$ cat config.mk
export PLATFORM = sky130hd
export DESIGN_NAME = iirl_cell
export DESIGN_NICKNAME = d
export VERILOG_FILES = /design/src/hdl/iirl_pkg.sv /design/src/hdl/iirl_cell.sv
export SDC_FILE = /design/constraint.sdc
export NUM_CORES = 1
export LEC_CHECK = 0
export BUFFER_PORTS_ARGS = -buffer_cell sky130_fd_sc_hd__buf_2
export CORE_UTILIZATION = 37
export CTS_CLUSTER_SIZE = 25
export DETAILED_ROUTE_END_ITERATION = 10
export PLACE_DENSITY = 0.85
export SLEW_MARGIN = 5
export SYNTH_ARGS = -nofsm -noshare
export SYNTH_HDL_FRONTEND = slang
export SYNTH_SLANG_ARGS = --single-unit
$ cat constraint.sdc
create_clock -name clk_i -period 2.25 [get_ports clk_i]
set_input_delay 0.3375 -clock clk_i [delete_from_list [all_inputs] [get_ports clk_i]]
set_output_delay 0.3375 -clock clk_i [all_outputs]
set_load 0.02 [all_outputs]
$ cat src/hdl/iirl_pkg.sv
// shared types and constants of the indexed insert/remove list
package iirl_pkg;

  // default sizes
  localparam int unsigned CapacityDef  = 64;
  localparam int unsigned DataWidthDef = 32;

  // fixed field widths of the stream beats
  localparam int unsigned KindW   = 3;
  localparam int unsigned PosW    = 6;
  localparam int unsigned WordW   = 32;
  localparam int unsigned StatusW = 2;
  localparam int unsigned CountW  = 7;

  // request kinds
  typedef enum logic [KindW-1:0] {
    KIND_GET    = 3'd0,
    KIND_SET    = 3'd1,
    KIND_INSERT = 3'd2,
    KIND_APPEND = 3'd3,
    KIND_REMOVE = 3'd4
  } kind_e;

  // result status codes
  typedef enum logic [StatusW-1:0] {
    ST_OK    = 2'd0,
    ST_RANGE = 2'd1,
    ST_FULL  = 2'd2
  } status_e;

  // what every cell does on an accepted beat
  typedef enum logic [1:0] {
    OP_HOLD   = 2'd0,
    OP_SET    = 2'd1,
    OP_INSERT = 2'd2,
    OP_REMOVE = 2'd3
  } cell_op_e;

  // decoded request, from the decoder to the top level
  typedef struct packed {
    cell_op_e op;
    status_e  status;
    logic     rd_en;
    logic     inc;
    logic     dec;
  } ctrl_t;

endpackage

$ cat src/hdl/iirl_cell.sv
// one list entry: holds a word and shifts to or from its neighbours
module iirl_cell #(
  parameter int unsigned DATA_WIDTH = iirl_pkg::DataWidthDef,
  parameter int unsigned CMP_W      = 7,
  parameter int unsigned IDX        = 0
) (
  input  logic                  clk_i,
  input  logic                  en_i,
  input  iirl_pkg::cell_op_e    op_i,
  input  logic [CMP_W-1:0]      pos_i,
  input  logic [CMP_W-1:0]      cnt_i,
  input  logic [DATA_WIDTH-1:0] word_i,
  input  logic [DATA_WIDTH-1:0] prev_i,
  input  logic [DATA_WIDTH-1:0] next_i,
  output logic [DATA_WIDTH-1:0] q_o,
  output logic [DATA_WIDTH-1:0] rd_o
);
  import iirl_pkg::*;

  localparam logic [CMP_W-1:0] MyIdx  = CMP_W'(IDX);
  localparam logic [CMP_W-1:0] MyIdx1 = CMP_W'(IDX + 1);

  logic [DATA_WIDTH-1:0] data_q, data_d;
  logic                  load;

  // pick the new contents from the word, the lower or the upper neighbour
  always_comb begin
    load   = 1'b0;
    data_d = data_q;
    case (op_i)
      OP_SET: begin
        if (MyIdx == pos_i) begin
          load   = 1'b1;
          data_d = word_i;
        end
      end
      OP_INSERT: begin
        if (MyIdx == pos_i) begin
          load   = 1'b1;
          data_d = word_i;
        end else if (MyIdx > pos_i && MyIdx <= cnt_i) begin
          load   = 1'b1;
          data_d = prev_i;
        end
      end
      OP_REMOVE: begin
        if (MyIdx >= pos_i && MyIdx1 < cnt_i) begin
          load   = 1'b1;
          data_d = next_i;
        end
      end
      default: begin
        load   = 1'b0;
        data_d = data_q;
      end
    endcase
  end

  // entry storage
  always_ff @(posedge clk_i) begin
    if (en_i && load) begin
      data_q <= data_d;
    end
  end

  assign q_o  = data_q;
  // read tap, zero unless this cell is addressed
  assign rd_o = (MyIdx == pos_i) ? data_q : '0;

endmodule

==> reports/qor.txt, run 1 <==
crit-path max cell delay - 360 ps
count of antenna diodes in the layout - 0
post-detail-place hpwl - 5.68 mm
total global routing track utilization - 22.7%
ANT nets after route - 0
Synth Area in Compound Gates - 19.0%
highest-count cells in the layout ignoring fill and taps - buf_2 (176), nand4_1 (33)
Static Leak - 0.00154 uW
endpoints failing hold - 0
cell count of the worst hold path - 3
IR drop worst, VDD - 0.175 mV
height of the die - 82.2 um
number of synthesized register bits - 32
main combinational cell family by area after synthesis - simple AND/OR/NAND/NOR gates
CTS H-tree lvls - 2
cell with the biggest individual delay on the critical path - buf_4
Total Power - 1390 uW
Worst Hold Endpoint - q_o[4]
initial standard-cell utilization of the core - 39.3%
per-instance average area after synthesis - 8.88 um^2
Root Buffer Master - clkbuf_8
portion of netlist area occupied by mux cells - 0%
total I/O pin count - 178
warnings from Yosys - 0
sequential cell area fraction in the yosys report - 40.4%
Arr. time, crit path - 1490 ps
number of cells on the critical path - 5
Post-CTS Setup Bufs - 0
clock buffers created by TritonCTS - 5
crit start category - primary input
final wirelength - 7.90 mm
count of input and output buffers - 176
class of the most critical setup path - primary input to output pin
Synth Area in XOR/XNOR - 0%
cell-by-cell listing of the critical path - buf_2 -> nor4_4 -> buf_4 -> and3_1 -> buf_2
Syn Nets - 382
dominant cell type by count on the critical path - buf_2
share of cells above drive strength 1 - 46.0%
Residual DRC - 0
Synth Area in Simple Gates - 32.2%
setup TNS after final layout - 0 ps
Via Count - 2849
Detailed Route Iter0 Violations - 140
flip-flop count of the largest register, all copies and words added - 32
launch point of the worst hold path - next_i[4]
CTS Sinks - 32
adder and majority cell fraction of the synthesized area - 0%
endpoint class of the critical path - output pin
Final Wtd Congestion - 0.778
GRT overflow - 0
initial antenna violation count - 0
worst slew pin tran - 459 ps
vias per inst - 5.66
Clk pin slew, worst setup/hold paths - 70 ps
average wire length per cell after detail routing - 15.7 um
RSZ-0062 raised after global routing - false
highest attainable clock frequency - 547 MHz
most common library cell in the layout ignoring fill and taps - buf_2
CTS tree - yes
count of unique library cells instantiated by Yosys - 17
outcome - complete, no violations
area overhead of the layout relative to synthesis - 42.1%
first-pass GRT wire length - 11.6 mm
worst slew margin relative to its limit - 69.4%
fillcell total - 545
Critical path buffers and inverters - 3
number of maximum-capacitance constraint violations - 0
Final nets - 541
largest net degree at the start of global routing - 65
final hold slack - 383 ps
cts hold-fix bufs - 0
die area - 6760 um^2
total of cells resized after clock tree synthesis - 0
required time of the critical path - 1910 ps
die width - 82.2 um
time the worst path needs with I/O delays and setup - 1830 ps
delay-heaviest family, CP - buffers and inverters
Initial DRT Pass Iterations - 6
final count of pins violating max slew - 0
share of the clock period used by the worst path after layout - 81.2%
core area - 6060 um^2
largest driver fanout on the critical path - 32
number of buffers between clock root and the deepest sink - 2
number of instances in the synthesized netlist - 268
cell area after technology mapping - 2380 um^2
Placement Rows - 28
Setup violations, final - 0
class of the tightest hold or removal check - primary input to flip-flop
Pwr per Cell Area - 410 nW/um^2
vias in the first global route - 2545
==> report_power, final <==
| group | total, uW | internal [uW] | leakage (uW) | switching, uW |
|---|---|---|---|---|
| clock network | 426 | 215 | 0.0000399 | 210 |
| registers | 666 | 665 | 0.000276 | 0.870 |
| logic | 297 | 144 | 0.00122 | 153 |
==> per-layer routing <==
metal,track usage (%),routed length (um)
met1,25.2,3260
met2,42.2,4030
met3,4.73,472
met4,8.25,136
met5,0,0
==> synth_stat cells, drive strengths merged <==
cell / instances / area (um^2)
a31oi: 32 / 200
and2: 1 / 6.26
nor2: 1 / 3.75
nor2b: 33 / 206
nor4: 2 / 18.8
edfxtp: 32 / 961
buf: 28 / 171
o211ai: 32 / 240
clkbuf: 8 / 30.0
nand2: 32 / 120
and3: 32 / 200
nor3: 1 / 5.00
nand4: 33 / 206
o2111a: 1 / 11.3
==> worst min-delay path, cell delays in order <==
cell and delay (ps):
buf_2 80, a31oi_1 60, o211ai_1 80
==> cell type report <==
cell class                      count  area (um^2)  share of cell area [%]
Timing Repair Buffer              188         1010                    29.8
Sequential cell                    32          961                    28.4
Clock buffer                        7         76.3                    2.26
Clock inverter                      1         3.75                   0.111
Tap cell                           75         93.8                    2.77
Multi-Input combinational cell    200         1240                    36.7
==> kinds of logic after synthesis <==
kind of cell,count (synthesis)
buffers and inverters,36
and+or+nand+nor,135
DFF,32
AOI/OAI and AO/OA,65
==> how the worst max path moves through the flow <==
stage                         from       end  slack [ps]
after floorplan           pos_i[2]    q_o[0]          90
after global placement    pos_i[2]  rd_o[12]         450
after detailed placement  pos_i[2]  rd_o[12]         420
after CTS                 pos_i[2]  rd_o[12]         420
after global routing      pos_i[2]  rd_o[12]         350
final                     pos_i[2]  rd_o[12]         420
==> per-stage QoR <==
step	instances	area (um^2)	util, %	setup WS (ps)
floorplan	268	2380	-	90.1
global placement	495	3300	54.5	450
finish	503	3380	55.8	423
detailed placement	495	3300	54.5	423
CTS	503	3380	55.8	420
global route	503	3380	55.8	352
No activity file was read; power rests on OpenSTA's default activity.
==> run 2, diff against run 1 <==
ABC_AREA = 1   (was unset)
CORE_UTILIZATION = 43   (was 37)
PLACE_DENSITY = 0.88   (was 0.85)
clock period = 1.7 ns   (was 2.25 ns; I/O delays follow)
==> reports/qor.txt, run 2 <==
time the worst path needs with I/O delays and setup - 1580 ps
total global routing track utilization - 24.9% (was 22.7%)
outcome - complete, no violations (unchanged)
highest-count cells in the layout ignoring fill and taps - buf_2 (176), inv_1 (130), nand3_1 (96) (was buf_2 (176), nand4_1 (33))
WL met1 - 3.22 mm (was 3.26 mm)
height of the die - 82.4 um (was 82.2 um)
ANT nets after route - 0 (unchanged)
IR drop worst, VDD - 0.268 mV (was 0.175 mV)
Synth Area in Compound Gates - 11.7% (was 19.0%)
final wirelength - 8.72 mm (was 7.90 mm)
share of the clock period used by the worst path after layout - 92.7%
number of buffers between clock root and the deepest sink - 2 (unchanged)
Placement Rows - 28 (unchanged)
required time of the critical path - 1440 ps (was 1910 ps)
number of instances in the synthesized netlist - 435 (was 268)
Initial DRT Pass Iterations - 4 (was 6)
cts hold-fix bufs - 0 (unchanged)
per-instance average area after synthesis - 6.38 um^2 (was 8.88 um^2)
class of the most critical setup path - primary input to output pin (unchanged)
CTS Sinks - 32 (unchanged)
total of cells resized after clock tree synthesis - 0 (unchanged)
count of non-filler cells in the finished layout - 681 (was 503)
total I/O pin count - 178 (unchanged)
Arr. time, crit path - 1320 ps (was 1490 ps)
count of unique library cells instantiated by Yosys - 17 (unchanged)
worst slew pin tran - 363 ps (was 459 ps)
count of input and output buffers - 176 (unchanged)
Static Leak - 0.00223 uW (was 0.00154 uW)
vias per inst - 4.98 (was 5.66)
warnings from Yosys - 0 (unchanged)
adder and majority cell fraction of the synthesized area - 0% (unchanged)
main combinational cell family by area after synthesis - simple AND/OR/NAND/NOR gates (unchanged)
Residual DRC - 0 (unchanged)
Synth Area in XOR/XNOR - 0% (unchanged)
dominant cell type by area after synthesis - edfxtp_1 (unchanged)
fraction of post-synthesis cell area in the top cell type by area - 34.6% (was 40.4%)
Clk pin slew, worst setup/hold paths - 70 ps (about the same)
number of synthesized register bits - 32 (unchanged)
cell area after technology mapping - 2780 um^2 (was 2380 um^2)
average wire length per cell after detail routing - 12.8 um (was 15.7 um)
CTS tree - yes (unchanged)
Syn Nets - 549 (was 382)
GRT overflow - 0 (unchanged)
async set or reset register ratio after synthesis - 0% (unchanged)
Synth Area in Simple Gates - 29.3% (was 32.2%)
initial standard-cell utilization of the core - 45.8% (was 39.3%)
most frequent cells after synthesis - inv_1 (130), nand3_1 (96), o21ai_0 (65) (was nand4_1 (33), nor2b_1 (33))
die area - 6780 um^2 (was 6760 um^2)
Setup violations, final - 0 (unchanged)
Pwr per Cell Area - 487 nW/um^2 (was 410 nW/um^2)
count of antenna diodes in the layout - 0 (unchanged)
highest metal layer used by the detailed router - met4 (unchanged)
endpoint class of the critical path - output pin (unchanged)
crit start category - primary input (unchanged)
amount of wire on met3 after detailed routing - 678 um (was 472 um)
final count of pins violating max slew - 0 (unchanged)
CTS H-tree lvls - 2 (unchanged)
most common library cell in the layout ignoring fill and taps - buf_2 (unchanged)
fillcell total - 565 (was 545)
area overhead of the layout relative to synthesis - 38.3% (was 42.1%)
Via Count - 3393 (was 2849)
RSZ-0062 raised after global routing - false (unchanged)
sequential cell area fraction in the yosys report - 34.6% (was 40.4%)
first-pass GRT wire length - 12.8 mm (was 11.6 mm)
highest attainable clock frequency - 635 MHz
core area - 6060 um^2 (unchanged)
largest net degree at the start of global routing - 33 (was 65)
Detailed Route Iter0 Violations - 212 (was 140)
number of maximum-capacitance constraint violations - 0 (unchanged)
largest cells by area after synthesis - edfxtp_1 (35%), inv_1 (18%), nand3_1 (17%) (was edfxtp_1 (40%), o211ai_1 (10%), nand4_1 (8.7%))
vias in the first global route - 3093 (was 2545)
endpoints failing hold - 0 (unchanged)
share of cells above drive strength 1 - 35.6% (was 46.0%)
number of cells after detailed placement - 673 (was 495)
clock buffers created by TritonCTS - 5 (unchanged)
Final nets - 719 (was 541)
largest driver fanout on the critical path - 29 (was 32)
most frequent cell after synthesis - inv_1
initial antenna violation count - 0 (unchanged)
final standard cell utilization of the core - 63.4% (was 55.8%)
flip-flop count of the largest register, all copies and words added - 32 (unchanged)
die width - 82.4 um (was 82.2 um)
worst slew margin relative to its limit - 75.6% (was 69.4%)
Root Buffer Master - clkbuf_8 (unchanged)
class of the tightest hold or removal check - primary input to flip-flop (unchanged)
Final Wtd Congestion - 0.820 (was 0.778)
Post-CTS Setup Bufs - 0 (unchanged)
portion of netlist area occupied by mux cells - 0% (unchanged)
sum of met2 wire segment lengths after detailed routing - 4.54 mm (was 4.03 mm)
area of combinational cells with multiple inputs - 1170 um^2 (was 1240 um^2)
area of all sequential standard cells - 961 um^2 (unchanged)
EDFF count, synth - 32 (unchanged)
top flip-flop cell by instance count after synthesis - edfxtp_1 (unchanged)
post-detail-place hpwl - 6.53 mm (was 5.68 mm)
## run 2: cell count changes after synthesis, sizes merged, moves of 32 or more
cell    change
and3       -32
o21ai      +65
nand3      +96
nor2       +39
nand4      -33
a31oi      -32
inv       +133
nor2b      -33
o211ai     -32
## run 2: logic make-up after synthesis
logic type	Yosys count
DFF	32
AOI/OAI and AO/OA	65
and+or+nand+nor	176
buffers and inverters	162
## run 2: final timing paths
| check | from | to | slack (ps) | depth (start not counted) |
|---|---|---|---|---|
| max | pos_i[4] | rd_o[18] | 120 | 8 |
| min | prev_i[15] | q_o[15] | 360 | 5 |
## run 2: area by class of cell
cell class,count,share of cell area (%)
Multi-Input combinational cell,241,30.4
Tap cell,75,2.44
Timing Repair Buffer,192,27.0
Sequential cell,32,25.0
Inverter,133,13.0
Clock buffer,7,1.99
Clock inverter,1,0.0978
## run 2: routing by layer
metal  vias to the layer above  GRT usage, %
li1                       1681             -
met1                      1467          25.4
met2                       209          48.0
met3                        36          3.19
met4                         0          14.6
met5                         -             0
## run 2: power by group
part | internal (uW) | switching (uW) | total (uW)
combinational | 194 | 240 | 434
sequential | 880 | 1.21 | 881
clock | 285 | 269 | 554
## run 2: stage by stage
stage / hold slack (ps) / worst slack [ps] / setup TNS [ps] / cell area [um^2] / total power (uW)
floorplan: 535 / -174 / -5550 / 2820 / 1140
global placement: 629 / 151 / 0 / 3760 / 1310
detailed placement: 635 / 107 / 0 / 3760 / 1330
CTS: 346 / 102 / 0 / 3840 / 1880
global route: 372 / 12.6 / 0 / 3840 / 1960
finish: 358 / 124 / 0 / 3840 / 1870
## run 2: critical path: stages
cell     delay, ps
buf_2          110
nor2_4         100
nand2_2         90
nor2_2         120
inv_2           80
buf_4          250
nor2_1         140
buf_2          170
