===== src/hdl/iirl_pkg.sv =====
// shared types and constants of the indexed insert/remove list
package iirl_pkg;

  // default sizes
  localparam int unsigned CapacityDef  = 64;
  localparam int unsigned DataWidthDef = 32;

  // fixed field widths of the stream beats
  localparam int unsigned KindW   = 3;
  localparam int unsigned PosW    = 6;
  localparam int unsigned WordW   = 32;
  localparam int unsigned StatusW = 2;
  localparam int unsigned CountW  = 7;

  // request kinds
  typedef enum logic [KindW-1:0] {
    KIND_GET    = 3'd0,
    KIND_SET    = 3'd1,
    KIND_INSERT = 3'd2,
    KIND_APPEND = 3'd3,
    KIND_REMOVE = 3'd4
  } kind_e;

  // result status codes
  typedef enum logic [StatusW-1:0] {
    ST_OK    = 2'd0,
    ST_RANGE = 2'd1,
    ST_FULL  = 2'd2
  } status_e;

  // what every cell does on an accepted beat
  typedef enum logic [1:0] {
    OP_HOLD   = 2'd0,
    OP_SET    = 2'd1,
    OP_INSERT = 2'd2,
    OP_REMOVE = 2'd3
  } cell_op_e;

  // decoded request, from the decoder to the top level
  typedef struct packed {
    cell_op_e op;
    status_e  status;
    logic     rd_en;
    logic     inc;
    logic     dec;
  } ctrl_t;

endpackage


===== src/hdl/iirl_ctrl.sv =====
// request decoder: range and full checks, cell operation and count change
module iirl_ctrl #(
  parameter int unsigned CAPACITY = iirl_pkg::CapacityDef,
  parameter int unsigned CMP_W    = 7
) (
  input  iirl_pkg::kind_e   kind_i,
  input  logic [CMP_W-1:0]  pos_i,
  input  logic [CMP_W-1:0]  cnt_i,
  output logic [CMP_W-1:0]  cell_pos_o,
  output iirl_pkg::ctrl_t   ctrl_o
);
  import iirl_pkg::*;

  logic full;
  logic in_range;

  assign full     = (cnt_i >= CMP_W'(CAPACITY));
  assign in_range = (pos_i < cnt_i);

  // decode one request
  always_comb begin
    ctrl_o     = '{op: OP_HOLD, status: ST_OK, rd_en: 1'b0, inc: 1'b0, dec: 1'b0};
    cell_pos_o = pos_i;
    case (kind_i)
      KIND_GET: begin
        if (in_range) ctrl_o.rd_en = 1'b1;
        else          ctrl_o.status = ST_RANGE;
      end
      KIND_SET: begin
        if (in_range) ctrl_o.op = OP_SET;
        else          ctrl_o.status = ST_RANGE;
      end
      KIND_INSERT: begin
        if (full) begin
          ctrl_o.status = ST_FULL;
        end else if (pos_i > cnt_i) begin
          ctrl_o.status = ST_RANGE;
        end else begin
          ctrl_o.op  = OP_INSERT;
          ctrl_o.inc = 1'b1;
        end
      end
      KIND_APPEND: begin
        // append is an insert at the end of the list
        cell_pos_o = cnt_i;
        if (full) begin
          ctrl_o.status = ST_FULL;
        end else begin
          ctrl_o.op  = OP_INSERT;
          ctrl_o.inc = 1'b1;
        end
      end
      KIND_REMOVE: begin
        if (in_range) begin
          ctrl_o.op    = OP_REMOVE;
          ctrl_o.rd_en = 1'b1;
          ctrl_o.dec   = 1'b1;
        end else begin
          ctrl_o.status = ST_RANGE;
        end
      end
      default: begin
        ctrl_o.op = OP_HOLD;
      end
    endcase
  end

endmodule


===== config.mk =====
export PLATFORM = sky130hd
export DESIGN_NAME = iirl_ctrl
export DESIGN_NICKNAME = d
export VERILOG_FILES = /design/src/hdl/iirl_pkg.sv /design/src/hdl/iirl_ctrl.sv
export SDC_FILE = /design/constraint.sdc
export NUM_CORES = 1
export LEC_CHECK = 0
export BUFFER_PORTS_ARGS = -buffer_cell sky130_fd_sc_hd__buf_2
export CAP_MARGIN = 20
export CORE_AREA = 2 2 39 41
export DETAILED_ROUTE_END_ITERATION = 7
export DIE_AREA = 0 0 41 43
export PLACE_DENSITY = 0.58
export SYNTH_ARGS = -nofsm -noshare
export SYNTH_HDL_FRONTEND = slang
export SYNTH_SLANG_ARGS = --single-unit
export TNS_END_PERCENT = 20

===== constraint.sdc =====
create_clock -name vclk -period 2.75
set_input_delay 0.4125 -clock vclk [all_inputs]
set_output_delay 0.4125 -clock vclk [all_outputs]
set_load 0.01 [all_outputs]

==> results of run 1 <==
-- critical path: stages --
cell	delay, ns
sky130_fd_sc_hd__buf_2	0.11
sky130_fd_sc_hd__inv_1	0.10
sky130_fd_sc_hd__ha_1	0.26
sky130_fd_sc_hd__a21oi_1	0.15
sky130_fd_sc_hd__o21a_1	0.15
sky130_fd_sc_hd__nand2_1	0.12
sky130_fd_sc_hd__nor3_1	0.18
sky130_fd_sc_hd__buf_2	0.15
-- per-layer routing --
layer / routed length (um) / track usage / vias up
met2: 360 / 0.1906 / 21
met5: 0 / 0 / -
met3: 88 / 0 / 0
met4: 0 / 0 / 0
met1: 397 / 0.1361 / 176
li1: - / - / 254
-- cells by family (layout without fill, tap and decap cells) --
logic type / count (synthesis) / in the layout / synth area share
muxes: 1 / 1 / 0.03972
buffers and inverters: 8 / 38 / 0.09935
and+or+nand+nor: 22 / 22 / 0.3046
adders and majority gates: 7 / 7 / 0.2318
AOI/OAI and AO/OA: 16 / 16 / 0.3013
xor gates and xnor gates: 1 / 1 / 0.02318
-- power breakdown --
part,switching [mW],internal (mW),leakage (nW)
registers,0,0,0
logic,0.0471,0.0409,0.329
clock network,0,0,0
total,0.0471,0.0409,0.329
-- worst min path at each step --
stage / to / start
2_1_floorplan: ctrl_o[2] / kind_i[1]
3_3_place_gp: cell_pos_o[3] / pos_i[3]
3_5_place_dp: ctrl_o[5] / kind_i[1]
4_1_cts: cell_pos_o[2] / pos_i[2]
5_1_grt: ctrl_o[2] / kind_i[1]
6_report: cell_pos_o[3] / pos_i[3]
-- final cells by class --
class / instances / area [um^2]
timing repair buffer: 31 / 155.1
inverter: 7 / 26.28
tap: 16 / 20.02
multi-input combinational: 47 / 340.3
fill: 160 / 842.1
-- stage by stage --
stage,area [um^2],total power [mW]
5_1_grt,541.8,0.1017
2_1_floorplan,377.9,0.05460
4_1_cts,541.8,0.08941
3_5_place_dp,541.8,0.08901
3_3_place_gp,541.8,0.08823
6_report,541.8,0.08792
-- placed cells by master, fill, tap and decap left out, types with 2 or more instances in the layout --
master,instances
sky130_fd_sc_hd__inv_1,7
sky130_fd_sc_hd__o21ai_2,6
sky130_fd_sc_hd__nor3_1,3
sky130_fd_sc_hd__a21oi_1,5
sky130_fd_sc_hd__nor2_1,3
sky130_fd_sc_hd__ha_1,7
sky130_fd_sc_hd__buf_2,31
sky130_fd_sc_hd__o21a_1,2
sky130_fd_sc_hd__nand2_1,10
==> flow_metrics.env, run 1 <==
export IMPL_gp_congestion=0.7121
export IMPL_placedCellCount=101
export IMPL_die_area_mm2=0.001763
export IMPL_worstSetupEndpoint="ctrl_o[5]"
export IMPL_global_route_overflow_total=0
export IMPL_setup_viol_count_final=0
export IMPL_setup_total_negative_slack_ns=0
export IMPL_rows=14
export IMPL_insertedDiodeCount=0
export IMPL_grt_start_max_net_pins=14
export IMPL_layout_clock_buffers=0
export IMPL_final_min_period_over_clock_period=0.7468
export IMPL_dp_hpwl_um=761.7
export IMPL_timing_critical_path_from="cnt_i[6]"
export IMPL_grt_first_pass_wirelength_um=1400
export IMPL_worst_ep_arrival_time_ns=1.64
export IMPL_boundaryPins=31
export IMPL_detailroute_via_count=451
export IMPL_ratio_of_cells_with_drive_above_1_in_the_final_layout=0.4824
export IMPL_final_critical_path_setup_slack_ns=0.6963
export IMPL_port_buffers=31
export IMPL_path_max_fanout=5
export IMPL_irDropWorstVdd_v=0.00007697
export IMPL_fp_coreArea_mm2=0.001384
export IMPL_finalNonFillerCells=101
export IMPL_worst_setup_path_type="input port to output port"
export IMPL_first_iter_violations=1
export IMPL_maxClockFrequency_mhz=486.9
export IMPL_count_of_cell_types_in_the_netlist=20
export IMPL_final_worst_path_period_need_ns=2.054
export IMPL_netlist_instances=55
export IMPL_grt_pass1_vias=398
export IMPL_synthesis_area_um2=377.9
export IMPL_wl_per_cell_um=8.366
export IMPL_maxCapViolCount=0
export IMPL_synth_net_count=79
export IMPL_pin_slew_with_the_least_headroom_to_its_limit_ns=0.1807
export IMPL_n_sequential_cell=0
export IMPL_synthMostInstantiatedCell="sky130_fd_sc_hd__nand2_1"
export IMPL_holdPathStages=4
export IMPL_grt_antenna_before_repair=0
export IMPL_synth_top_cells_by_area="sky130_fd_sc_hd__ha_1 (23%), sky130_fd_sc_hd__o21ai_2 (14%), sky130_fd_sc_hd__nand2_1 (9.9%), sky130_fd_sc_hd__inv_1 (7.0%), sky130_fd_sc_hd__a21oi_1 (6.6%)"
export IMPL_firstDrtPassIters=2
export IMPL_die_width_um=41
export IMPL_setup_repair_after_global_routing_missed_its_margin="no"
export IMPL_hold_buffers=0
export IMPL_timing_max_transition_violations_final=0
export IMPL_yosys_area_top_type="sky130_fd_sc_hd__ha_1"
export IMPL_timing_slew_headroom=0.8794
export IMPL_detail_route_antenna_nets=0
export IMPL_yosys_top_cells_count="sky130_fd_sc_hd__nand2_1 (10), sky130_fd_sc_hd__ha_1 (7), sky130_fd_sc_hd__inv_1 (7)"
export IMPL_synth_sequential_area_ratio=0
export IMPL_synthesis_yosys_warnings=0
export IMPL_wirelength_um=845
export IMPL_resize_count_post_cts=0
export IMPL_syn_area_per_cell_um2=6.870
export IMPL_synth_top_area_share=0.2318
export IMPL_global_route_usage_total=0.1039
export IMPL_areaGrowthSynthToFinish_pct=43.38
export IMPL_static_leakage_power_nw=0.3285
export IMPL_required_ns=2.34
export IMPL_floorplan_initialDensity=0.2731
export IMPL_critPathCaptureType="output port"
export IMPL_min_delay_path_class="input port to output port"
export IMPL_hold_ws_ns=1.126
export IMPL_power_density_normalized_to_cell_area_mw_per_mm2=162.3
export IMPL_critical_path_startpoint_type="input port"
export IMPL_avgViaCountPerCell=4.465
export IMPL_sequential_cell_area_um2=0
export IMPL_post_cts_setup_buffers=0
export IMPL_detail_route_drc_violations=0
export IMPL_dp_slack_ns=0.6964
export IMPL_utilization=0.3915
export IMPL_overall_die_height_um=43
export IMPL_finalHoldViolCount=0
export IMPL_status="complete, no violations"
export IMPL_layout_nets=111
(Power assumes the default switching activity.)
==> run 2, diff against run 1 <==
- ABC_AREA: default -> 1
- PLACE_DENSITY: 0.58 -> 0.57
- clock period: 2.75 -> 2 ns (I/O delays scaled with it)
==> run 2 against run 1 <==
Effect of this change:
- routed wire length is 2.7% higher
- non-clock buffer count stayed put
- count of clock-buffer cells in the layout stayed put
- final area is 1.2% higher
- hold slack worse by 0.22 ns
- area after synthesis is 1.3% lower
- synthesized cell count is 29% higher
- cell count is 17% higher
- first-iteration DRC count stayed put
- critical path type unchanged
- largest cell class unchanged
- highest routed layer unchanged
==> flow_metrics.env, run 2 <==
export IMPL_rows=14
export IMPL_pin_slew_with_the_least_headroom_to_its_limit_ns=0.2253
export IMPL_timing_max_transition_violations_final=0
export IMPL_worst_path_most_repeated_cell="sky130_fd_sc_hd__nand2_1"
export IMPL_post_dp_cell_area_um2=548.0
export IMPL_detailed_routed_wire_length_on_met2_um=380
export IMPL_yosys_top_cells_count="sky130_fd_sc_hd__nand2_1 (22), sky130_fd_sc_hd__inv_1 (14), sky130_fd_sc_hd__ha_1 (7)"
export IMPL_wl_per_cell_um=7.356
export IMPL_crit_slowest_cell="sky130_fd_sc_hd__ha_1"
export IMPL_timing_slew_headroom=0.8486
export IMPL_yosys_area_top_type="sky130_fd_sc_hd__ha_1"
export IMPL_avgViaCountPerCell=4.398
export IMPL_grt_start_max_net_pins=11
export IMPL_port_buffers=31
export IMPL_n_sequential_cell=0
export IMPL_ratio_of_cells_with_drive_above_1_in_the_final_layout=0.3725
export IMPL_topRoutingLayerUsed="met3"
export IMPL_layout_clock_buffers=0
export IMPL_syn_area_per_cell_um2=5.252
export IMPL_setup_total_negative_slack_ns=0
export IMPL_post_route_cell_area_um2=548.0
export IMPL_worst_setup_path_type="input port to output port"
export IMPL_mostFrequentLayoutCell="sky130_fd_sc_hd__buf_2"
export IMPL_fp_coreArea_mm2=0.001384
export IMPL_die_width_um=41
export IMPL_power_density_normalized_to_cell_area_mw_per_mm2=210.8
export IMPL_dp_slack_ns=0.2224
export IMPL_grt_first_pass_wirelength_um=1297
export IMPL_areaGrowthSynthToFinish_pct=46.98
export IMPL_wl_met3_um=67
export IMPL_global_route_overflow_total=0
export IMPL_firstDrtPassIters=3
export IMPL_grt_antenna_before_repair=0
export IMPL_finalHoldViolCount=0
export IMPL_detail_route_drc_violations=0
export IMPL_overall_die_height_um=43
export IMPL_hold_crit_endpoint="cell_pos_o[0]"
export IMPL_final_critical_path_setup_slack_ns=0.2373
export IMPL_fin_total_pwr_uw=115.5
export IMPL_holdPathStages=4
export IMPL_sequential_cell_area_um2=0
export IMPL_setup_viol_count_final=0
export IMPL_wl_met1_um=420
export IMPL_final_worst_path_period_need_ns=1.763
export IMPL_detail_route_antenna_nets=0
export IMPL_gp_congestion=0.6995
export IMPL_die_area_mm2=0.001763
export IMPL_count_of_cell_types_in_the_netlist=17
export IMPL_synthesis_area_um2=372.9
export IMPL_synth_top_area_share=0.2349
export IMPL_hold_buffers=0
export IMPL_first_iter_violations=1
export IMPL_synthesis_yosys_warnings=0
export IMPL_holdCritStartpoint="cnt_i[0]"
export IMPL_synth_top_cells_by_area="sky130_fd_sc_hd__ha_1 (23%), sky130_fd_sc_hd__nand2_1 (22%), sky130_fd_sc_hd__inv_1 (14%), sky130_fd_sc_hd__o21ai_1 (6.7%), sky130_fd_sc_hd__nor2_1 (5.0%)"
export IMPL_final_min_period_over_clock_period=0.8813
export IMPL_synthMostInstantiatedCell="sky130_fd_sc_hd__nand2_1"
export IMPL_filler_cell_count=169
export IMPL_boundaryPins=31
export IMPL_wirelength_um=868
export IMPL_resize_count_post_cts=0
export IMPL_synth_sequential_area_ratio=0
export IMPL_insertedDiodeCount=0
export IMPL_synth_net_count=95
export IMPL_timing_critical_path_cells="buf_2, inv_1, ha_1, nand2_1, nor2_1, nand2_1, nand2_2, nand2_1, nand2_1, nand2_1, buf_2"
export IMPL_critPathCaptureType="output port"
export IMPL_setup_repair_after_global_routing_missed_its_margin="no"
export IMPL_crit_path_max_incr_delay_ns=0.29
export IMPL_grt_pass1_vias=368
export IMPL_detailroute_via_count=519
export IMPL_maxClockFrequency_mhz=567.3
export IMPL_netlist_instances=71
export IMPL_static_leakage_power_nw=0.3760
export IMPL_hold_ws_ns=0.9110
export IMPL_mostFrequentLayoutCells="sky130_fd_sc_hd__buf_2 (31), sky130_fd_sc_hd__nand2_1 (22), sky130_fd_sc_hd__inv_1 (14)"
export IMPL_maxCapViolCount=0
export IMPL_multi_input_comb_area_um2=312.8
export IMPL_irDropWorstVdd_v=0.00006438
export IMPL_critical_path_startpoint_type="input port"
export IMPL_post_cts_setup_buffers=0
export IMPL_dp_hpwl_um=802.8
export IMPL_min_delay_path_class="input port to output port"
export IMPL_status="complete, no violations"
export IMPL_path_max_fanout=5
export IMPL_layout_nets=128
export IMPL_required_ns=1.70
export IMPL_global_route_usage_total=0.09690
export IMPL_worst_ep_arrival_time_ns=1.46
export IMPL_floorplan_initialDensity=0.2694
[run 2: cell types whose count changed after synthesis, moves of 5 or more]
cell and change:
sky130_fd_sc_hd__o21ai_1 +5, sky130_fd_sc_hd__nand2_1 +12, sky130_fd_sc_hd__inv_1 +7, sky130_fd_sc_hd__o21ai_2 -6
[run 2: power breakdown]
| part | internal [mW] | leakage [nW] | switching, mW |
|---|---|---|---|
| combinational | 0.0509 | 0.376 | 0.0646 |
| clock | 0 | 0 | 0 |
| sequential | 0 | 0 | 0 |
| total | 0.0509 | 0.376 | 0.0646 |
[run 2: worst max path at each step]
stage	slack, ns	end	depth (start not counted)	from
floorplan	0.49	ctrl_o[1]	9	cnt_i[6]
global placement	0.25	ctrl_o[1]	11	cnt_i[6]
detailed placement	0.22	ctrl_o[1]	11	cnt_i[6]
CTS	0.22	ctrl_o[1]	11	cnt_i[6]
global route	0.12	ctrl_o[1]	11	cnt_i[6]
finish	0.24	ctrl_o[1]	11	cnt_i[6]
[run 2: metrics by stage]
stage / util / cells
finish: 0.3960 / 118
global route: 0.3960 / 118
CTS: 0.3960 / 118
detailed placement: 0.3960 / 118
global placement: 0.3960 / 118
floorplan: - / 71
[run 2: layer usage]
layer  GRT usage  vias to the layer above
met5           0                        -
met2      0.1625                       16
met3    0.005236                        0
li1            -                      287
met4           0                        0
met1      0.1392                      216
[run 2: critical path: cells and delay by family]
kind	cells	cell delay (ns)
adder cells (fa/ha/maj)	1	0.29
buffers and inverters	3	0.28
AND/OR/NAND/NOR	7	0.60
[run 2: final cells by class]
| type | count | area share |
|---|---|---|
| Tap cell | 16 | 0.03653 |
| Multi-Input combinational cell | 55 | 0.5708 |
| Inverter | 16 | 0.1096 |
| Timing Repair Buffer | 31 | 0.2831 |
[run 2: logic make-up (layout without fill, tap and decap cells)]
| kind of cell | Yosys count | after routing | synth area share |
|---|---|---|---|
| AO/OA/AOI/OAI | 11 | 11 | 0.1644 |
| AND/OR/NAND/NOR | 37 | 37 | 0.4396 |
| buffers and inverters | 16 | 47 | 0.1611 |
| adder cells (fa/ha/maj) | 7 | 7 | 0.2349 |
==> run 3, diff against run 2 <==
- BUFFER_PORTS_ARGS: -buffer_cell sky130_fd_sc_hd__buf_2 -> default
- DONT_BUFFER_PORTS: default -> 1
- PLACE_DENSITY: 0.57 -> 0.37
==> run 3 against run 2 <==
Effect of this change:
- sequential cell count unchanged
- first-iteration DRC count increased by 100%
- worst setup slack improved by 0.15 ns
- combinational power decreased by 30%
- maximum frequency increased by 9.3%
- hold slack got worse by 0.17 ns
- final area decreased by 28%
- power decreased by 30%
- utilization decreased by 11 points
- cell count decreased by 26%
- largest cell class unchanged
==> flow_metrics.env, run 3 (synthesis gave the netlist of run 2 again) <==
export IMPL_ratio_of_cells_with_drive_above_1_in_the_final_layout=0.09859
export IMPL_boundaryPins=31
export IMPL_fin_total_pwr_uw=80.76
export IMPL_required_ns=1.70
export IMPL_wl_met3_um=65
export IMPL_dp_slack_ns=0.3675
export IMPL_detailroute_via_count=417
export IMPL_rows=14
export IMPL_detail_route_drc_violations=0
export IMPL_port_buffers=0
export IMPL_final_critical_path_setup_slack_ns=0.3870
export IMPL_global_route_usage_total=0.09590
export IMPL_setup_repair_after_global_routing_missed_its_margin="no"
export IMPL_setup_total_negative_slack_ns=0
export IMPL_overall_die_height_um=43
export IMPL_post_cts_setup_buffers=0
export IMPL_dp_hpwl_um=725
export IMPL_mostFrequentLayoutCell="sky130_fd_sc_hd__nand2_1"
export IMPL_timing_critical_path_cells="inv_1, ha_1, nand2_1, inv_1, a21oi_2, nand2_2, nand2_1, nand2_1, nand2_1"
export IMPL_grt_first_pass_wirelength_um=1255
export IMPL_mostFrequentLayoutCells="sky130_fd_sc_hd__nand2_1 (22), sky130_fd_sc_hd__inv_1 (14), sky130_fd_sc_hd__ha_1 (7)"
export IMPL_gp_congestion=0.6758
export IMPL_holdPathStages=2
export IMPL_cp_top_delay_family="simple AND/OR/NAND/NOR gates"
export IMPL_die_width_um=41
export IMPL_floorplan_initialDensity=0.2694
export IMPL_final_min_period_over_clock_period=0.8065
export IMPL_fp_coreArea_mm2=0.001384
export IMPL_avgViaCountPerCell=4.793
export IMPL_detailed_routed_wire_length_on_met2_um=358
export IMPL_resize_count_post_cts=0
export IMPL_wirelength_um=779
export IMPL_status="complete, no violations"
export IMPL_firstDrtPassIters=2
export IMPL_grt_antenna_before_repair=0
export IMPL_crit_slowest_cell="sky130_fd_sc_hd__ha_1"
export IMPL_sequential_cell_area_um2=0
export IMPL_insertedDiodeCount=0
export IMPL_grt_pass1_vias=309
export IMPL_areaGrowthSynthToFinish_pct=5.369
export IMPL_timing_max_transition_violations_final=0
export IMPL_layout_clock_buffers=0
export IMPL_pin_slew_with_the_least_headroom_to_its_limit_ns=0.3453
export IMPL_worst_path_most_repeated_cell="sky130_fd_sc_hd__nand2_1"
export IMPL_post_dp_cell_area_um2=392.9
export IMPL_worst_ep_arrival_time_ns=1.31
export IMPL_static_leakage_power_nw=0.2450
export IMPL_grt_start_max_net_pins=11
export IMPL_wl_per_cell_um=8.954
export IMPL_n_sequential_cell=0
export IMPL_topRoutingLayerUsed="met3"
export IMPL_maxClockFrequency_mhz=620.0
export IMPL_hold_buffers=0
export IMPL_path_depth=9
export IMPL_final_worst_path_period_need_ns=1.613
export IMPL_crit_path_max_incr_delay_ns=0.29
export IMPL_path_max_fanout=5
export IMPL_die_area_mm2=0.001763
export IMPL_irDropWorstVdd_v=0.00004198
export IMPL_min_delay_path_class="input port to output port"
export IMPL_finalHoldViolCount=0
export IMPL_post_route_cell_area_um2=392.9
export IMPL_timing_slew_headroom=0.7674
export IMPL_critPathCaptureType="output port"
export IMPL_wl_met1_um=355
export IMPL_cp_num_buf_inv=2
export IMPL_power_density_normalized_to_cell_area_mw_per_mm2=205.6
export IMPL_critical_path_startpoint_type="input port"
export IMPL_setup_viol_count_final=0
export IMPL_detail_route_antenna_nets=0
export IMPL_maxCapViolCount=0
export IMPL_worst_setup_path_type="input port to output port"
export IMPL_layout_nets=97
export IMPL_global_route_overflow_total=0
export IMPL_first_iter_violations=2
-- run 3: changes by cell type in the layout (fill, tap and decap cells not counted) --
cell | previous run | this run
sky130_fd_sc_hd__buf_2 | 31 | 0
-- run 3: per-layer routing --
layer  vias to the layer above  GRT usage
met2                        17     0.1406
met3                         0   0.005236
met4                         0          0
met1                       178     0.1582
met5                         -          0
li1                        222          -
-- run 3: report_power, final --
part | internal, mW | total, mW | switching (mW) | leakage, nW
logic | 0.0274 | 0.0808 | 0.0533 | 0.245
clock network | 0 | 0 | 0 | 0
registers | 0 | 0 | 0 | 0
-- run 3: through the flow --
step	util	instances	hold slack, ns
floorplan	-	71	0.7307
global placement	0.2839	87	0.7372
detailed placement	0.2839	87	0.7383
CTS	0.2839	87	0.7383
global route	0.2839	87	0.7417
finish	0.2839	87	0.7365
-- run 3: layout make-up --
type	count	area (um^2)
tap	16	20.02
inverter	16	60.06
multi-input combinational	55	312.8
fill	164	991.0
-- run 3: path summary, 6_finish.rpt --
path                        end      from
setup / recovery      ctrl_o[1]  cnt_i[6]
hold / removal    cell_pos_o[1]  pos_i[1]
